==> src/hdl/gmdr_pkg.sv <==
package gmdr_pkg;

  // Largest grid side and the widths that follow from it
  localparam int unsigned MaxSide = 256;
  localparam int unsigned PosW    = $clog2(MaxSide);
  localparam int unsigned SideW   = 9;

  // Datapath widths
  localparam int unsigned DataW = 32;
  localparam int unsigned DiffW = DataW + 2;
  localparam int unsigned FracW = 16;
  localparam int unsigned NumW  = DiffW + FracW;
  localparam int unsigned QuoW  = 32;
  localparam int unsigned CntW  = $clog2(QuoW);

  localparam logic [QuoW-1:0] QMax = {1'b0, {(QuoW-1){1'b1}}};
  localparam logic [QuoW-1:0] QMin = {1'b1, {(QuoW-1){1'b0}}};

  typedef struct packed {
    logic            start;
    logic [NumW-1:0]  num;
    logic [DiffW-1:0] den;
  } div_req_t;

  typedef struct packed {
    logic            done;
    logic            ovf;
    logic [QuoW-1:0] quo;
  } div_res_t;

  function automatic logic [DiffW-1:0] sext(input logic [DataW-1:0] v);
    return {{(DiffW-DataW){v[DataW-1]}}, v};
  endfunction

endpackage

==> src/hdl/gmdr_div.sv <==
module gmdr_div (
  input  logic                clk_i,
  input  logic                rst_ni,
  input  gmdr_pkg::div_req_t  req_i,
  output gmdr_pkg::div_res_t  res_o
);

  logic                          busy_q;
  logic                          done_q;
  logic [gmdr_pkg::CntW-1:0]     cnt_q;
  logic [gmdr_pkg::DiffW-1:0]    rem_q;
  logic [gmdr_pkg::DiffW-1:0]    den_q;
  logic [gmdr_pkg::QuoW-1:0]     sh_q;
  logic                          ovf_q;
  logic [gmdr_pkg::DiffW:0]      trial;
  logic                          fits;
  logic [gmdr_pkg::DiffW-1:0]    rem_d;

  // one quotient bit per step: shift in next dividend bit, trial subtract
  assign trial = {rem_q, sh_q[gmdr_pkg::QuoW-1]} - {1'b0, den_q};
  assign fits  = ~trial[gmdr_pkg::DiffW];
  assign rem_d = fits ? trial[gmdr_pkg::DiffW-1:0]
                      : {rem_q[gmdr_pkg::DiffW-2:0], sh_q[gmdr_pkg::QuoW-1]};

  always_ff @(posedge clk_i or negedge rst_ni) begin
    if (!rst_ni) begin
      busy_q <= 1'b0;
      done_q <= 1'b0;
      cnt_q  <= '0;
    end else begin
      done_q <= 1'b0;
      if (req_i.start) begin
        busy_q <= 1'b1;
        cnt_q  <= '0;
      end else if (busy_q) begin
        cnt_q <= cnt_q + gmdr_pkg::CntW'(1);
        if (cnt_q == {gmdr_pkg::CntW{1'b1}}) begin
          busy_q <= 1'b0;
          done_q <= 1'b1;
        end
      end
    end
  end

  // high dividend bits form the starting remainder; if they already reach
  // the divisor the quotient cannot fit in 32 bits
  always_ff @(posedge clk_i) begin
    if (req_i.start) begin
      rem_q <= gmdr_pkg::DiffW'(req_i.num[gmdr_pkg::NumW-1:gmdr_pkg::QuoW]);
      sh_q  <= req_i.num[gmdr_pkg::QuoW-1:0];
      den_q <= req_i.den;
      ovf_q <= gmdr_pkg::DiffW'(req_i.num[gmdr_pkg::NumW-1:gmdr_pkg::QuoW]) >= req_i.den;
    end else if (busy_q) begin
      rem_q <= rem_d;
      sh_q  <= {sh_q[gmdr_pkg::QuoW-2:0], fits};
    end
  end

  assign res_o.done = done_q;
  assign res_o.ovf  = ovf_q;
  assign res_o.quo  = sh_q;

endmodule

==> config.mk <==
export PLATFORM = sky130hd
export DESIGN_NAME = gmdr_div
export DESIGN_NICKNAME = d
export VERILOG_FILES = /design/src/hdl/gmdr_pkg.sv /design/src/hdl/gmdr_div.sv
export SDC_FILE = /design/constraint.sdc
export NUM_CORES = 1
export LEC_CHECK = 0
export CAP_MARGIN = 10
export CORE_MARGIN = 3
export CORE_UTILIZATION = 25
export CTS_CLUSTER_SIZE = 10
export DETAILED_ROUTE_END_ITERATION = 6
export DONT_BUFFER_PORTS = 1
export PLACE_DENSITY_LB_ADDON = 0.25
export SYNTH_ARGS = -nofsm -noshare
export SYNTH_HDL_FRONTEND = slang
export SYNTH_SLANG_ARGS = --single-unit
export TNS_END_PERCENT = 5
==> constraint.sdc <==
create_clock -name clk_i -period 3.7 [get_ports clk_i]
set_input_delay 0.925 -clock clk_i [delete_from_list [all_inputs] [get_ports clk_i]]
set_output_delay 0.925 -clock clk_i [all_outputs]
set_load 0.01 [all_outputs]
==> metrics.md <==
| Metric | Value |
|---|---|
| Routed WL per cell | between 15 and 20 um |
| Worst path bufs/invs | 2 |
| Synthesis-to-finish area growth | 10.0% |
| Power share of the sequential group | ~34% |
| Clk_lat worst skew | 0.37 ns |
| Die Span X | 172 um |
| Final Skew | approximately 0.012 ns |
| Cell Rows | 60 |
| P_sw | around 0.0020 W |
| PortBufs | 0 |
| Finished Layout Cells | between 900 and 1000 |
| Asr flop ratio synth | roughly 6.5% |
| Final setup viols | 0 |
| Clock share of power | between 20% and 30% |
| Worst hold-check path type | input port to asynchronous set/reset pin |
| Actual slew at the worst max-slew pin | about 0.73 ns |
| RD Place Congestion | approximately 0.78 |
| Main combinational cell family by area after synthesis | compound AO/OA/AOI/OAI gates |
| Main synth FF type | edfxtp_1 |
| Tot GR Track Use | between 10% and 20% |
| Inst Count DP | ~1000 |
| Worst hold slack | 0.246 ns |
| Cell family with most CP delay | compound AO/OA/AOI/OAI gates |
| Unrepaired setup endpoints after global routing | no |
| Setup Total Neg Slack | 0 ns |
| Synth warn | 0 |
| Mapped Cells | around 660 |
| Post-detail-place hpwl | 12400 um |
| Number of H-tree levels | 3 |
| Synth Area in Compound Gates | around 16% |
| Clock-pin slew on the worst setup and hold paths | about 0.080 ns |
| CTS tree | done |
| Number of flops mapped to enable cells by yosys | 85 |
| Max cap viols | 0 |
| Fin crit share | 92.7% |
| Fmax | around 300 MHz |
| Initial antenna violation count | 0 |
| Syn_nets | ~800 |
| Crit-path slowest cell | edfxtp_1 |
| Worst Setup End Kind | register |
| CTS Buffer Depth | 2 |
| Xor-xnor portion of the synthesized cell area | 4.48% |
| DRT Wirelength | around 16000 um |
| Core footprint | between 20000 and 30000 um2 |
| Vias per Instance | 4.69 |
| CTS Hold Bufs | 0 |
| Postcts setup bufs | 0 |
| CP Max Fanout | 19 |
| Distinct cells, synth | 64 |
| Syn_area_per_cell | 10.5 um2 |
| Root Buffer | clkbuf_16 |
| Fin nets | 789 |
| Flops & latches, synth | around 110 |
| Status | finished clean |
| Power per cell area | just under 700 nW/um2 |
| TritonRoute pass-1 iters | 5 |
| Sw Share | between 30% and 40% |
| Yosys top cell by area | edfxtp_1 |
| Slew HR | about half |
| Total CTS buffers | 9 |
| Critical Path Max Stage Delay | between 0.4 and 0.5 ns |
| # DRC | 0 |
| CTS resizes | 0 |
| Top cell type's share of synthesized area | 37.1% |
| DRT antenna net count | 0 |
| Multiplexer share of the synthesized area | 10.1% |
| Largest net degree at the start of global routing | ~120 |
| DIE HEIGHT | between 150 and 200 um |
| Post-synthesis share of cell area spent on and, or, nand and nor gates | 10.1% |
| Vias in the first global route | ~4700 |
| I/O Pins | between 100 and 150 |
| Share of layout cells above drive strength 1 | a little over a tenth |
| Crit path kind | register to register |
| DR iter-0 viols | 295 |
| Cell Chain, Critical Path | inv_1 -> ha_1 -> fa_1 -> nor2b_1 -> o2111a_2 -> o311ai_4 -> nor2_4 -> o21ai_4 -> o31ai_4 -> xor2_4 -> buf_12 -> mux2i_1 -> o21ai_1 |
| Synth area leaders | edfxtp_1 (37%), ha_1 (9.8%), mux2_2 (5.4%) |
| Static Leak | about 3.1 nW |
| Via count | ~4700 |
| CTS sink cnt | between 100 and 150 |
| DIE AREA | around 30000 um2 |
| Final min period | between 3 and 4 ns |
| Peak supply drop | approximately 0.00025 V |
| Initial cell density of the core | 25.4% |
| Post-synthesis adder-cell area fraction | between 10% and 20% |
| N_diodes | 0 |
| Combinational Power Share | around 45% |
| Slew Viols, Final | 0 |
| Sequential fraction of the synthesis area | roughly 44% |
| CP required | approximately 3.8 ns |
| First-pass GRT wire length | between 20000 and 30000 um |
| Final hold violations | 0 |
| Critical Path AT | approximately 3.5 ns |
| Cell Area, Synth | about 7000 um2 |
| Pint | 0.00316 W |
| GRT overflow | 0 |
| Worst setup SP type | register |
[power groups by stage]
stage               registers, W  logic [W]  clock network (W)
finish                   0.00175    0.00230            0.00106
global route             0.00179    0.00260            0.00114
CTS                      0.00176    0.00232            0.00110
detailed placement       0.00178    0.00232                  0
global placement         0.00180    0.00231                  0
floorplan                0.00173    0.00190                  0
[path summary, 6_finish.rpt]
check	cells after the start	slack [ns]	from	end
worst max-delay path	13	0.27	sh_q[31]	rem_q[11]
worst min-delay path	0	0.25	rst_ni	done_q
worst max register to register	13	0.27	sh_q[31]	rem_q[11]
worst min register to register	2	0.51	rem_q[22]	rem_q[22]
max in group asynchronous	0	3.39	rst_ni	cnt_q[3]
min in group clk_i	2	0.51	rem_q[22]	rem_q[22]
[layout make-up]
class,count,area [um2]
tap,341,427
timing repair buffer,7,77.6
inverter,63,236
fill,2853,19500
clock buffer,9,225
sequential,108,3050
multi-input combinational,458,3460
clock inverter,7,88.8
[synth_stat cells, types with 2 or more instances]
master     n
a21o_1    18
o21ai_1   13
a311oi_1   2
xnor2_1   18
a31oi_1    3
o211ai_1   5
a211oi_1  16
edfxtp_1  85
or3_1      3
nand2b_1   4
clkbuf_1  21
buf_6      3
and2_1     2
mux2_2    33
mux2i_1   32
o21ai_0   24
nand3_1    7
ha_1      54
or2_2      2
a41o_1     2
nand2_1   42
dfxtp_1   16
nand4_1   10
o31ai_1    4
nor2b_1    6
a21oi_1   43
nor4_1     5
xor2_1    14
inv_1     63
nand3b_1   2
buf_4      2
nor3_1     8
and3_1     5
o21bai_1   3
o21a_1     5
nor2_1    47
dfrtp_1    7
[registers in the layout, summed over array words and instances, names as in the netlist]
| name | count |
|---|---|
| sh_q | 32 |
| rem_q | 34 |
| ovf_q | 1 |
| done_q | 1 |
| den_q | 34 |
| cnt_q | 5 |
| busy_q | 1 |
[cell usage in the layout (no fill, tap or decap), types with 4 or more instances in the layout]
cell        n
o31ai_1     4
a21oi_1    43
nand4_1    10
xor2_1     14
nand2b_1    4
o21a_1      5
mux2i_1    32
nor3_1      8
a21o_1     18
mux2_2     33
edfxtp_1   85
ha_1       54
a211oi_1   16
nor2b_1     6
nor2_1     47
o21ai_1    13
and3_1      5
dfrtp_1     7
o211ai_1    5
xnor2_1    18
nor4_1      5
buf_4       5
nand2_1    41
o21ai_0    24
dfxtp_1    16
clkbuf_16   9
inv_1      63
nand3_1     7
[routing by layer]
layer	vias up	routed length (um)	track usage, %	part of all wire (%)
met1	2197	7740	14.9	47
li1	2371	-	-	-
met3	16	715	3.06	4.4
met2	72	7580	17.9	46
met5	-	0	0	0
met4	0	369	4.20	2.2
[metrics by stage]
step	area (um2)	utilization [%]	power (W)	setup slack, ns
after global placement	7250	26.8	0.00411	0.302
after CTS	7560	28.0	0.00518	0.236
after detailed placement	7250	26.8	0.00410	0.247
after global routing	7560	28.0	0.00552	0.111
final	7560	28.0	0.00512	0.271
after floorplan	6870	-	0.00362	0.618
[kinds of logic after synthesis]
family,after synthesis
compound gates,158
fa+ha+maj,55
xor+xnor,33
simple gates,147
flops,108
mux,65
buf+inv,90
Power figures use the tool's default switching activity.
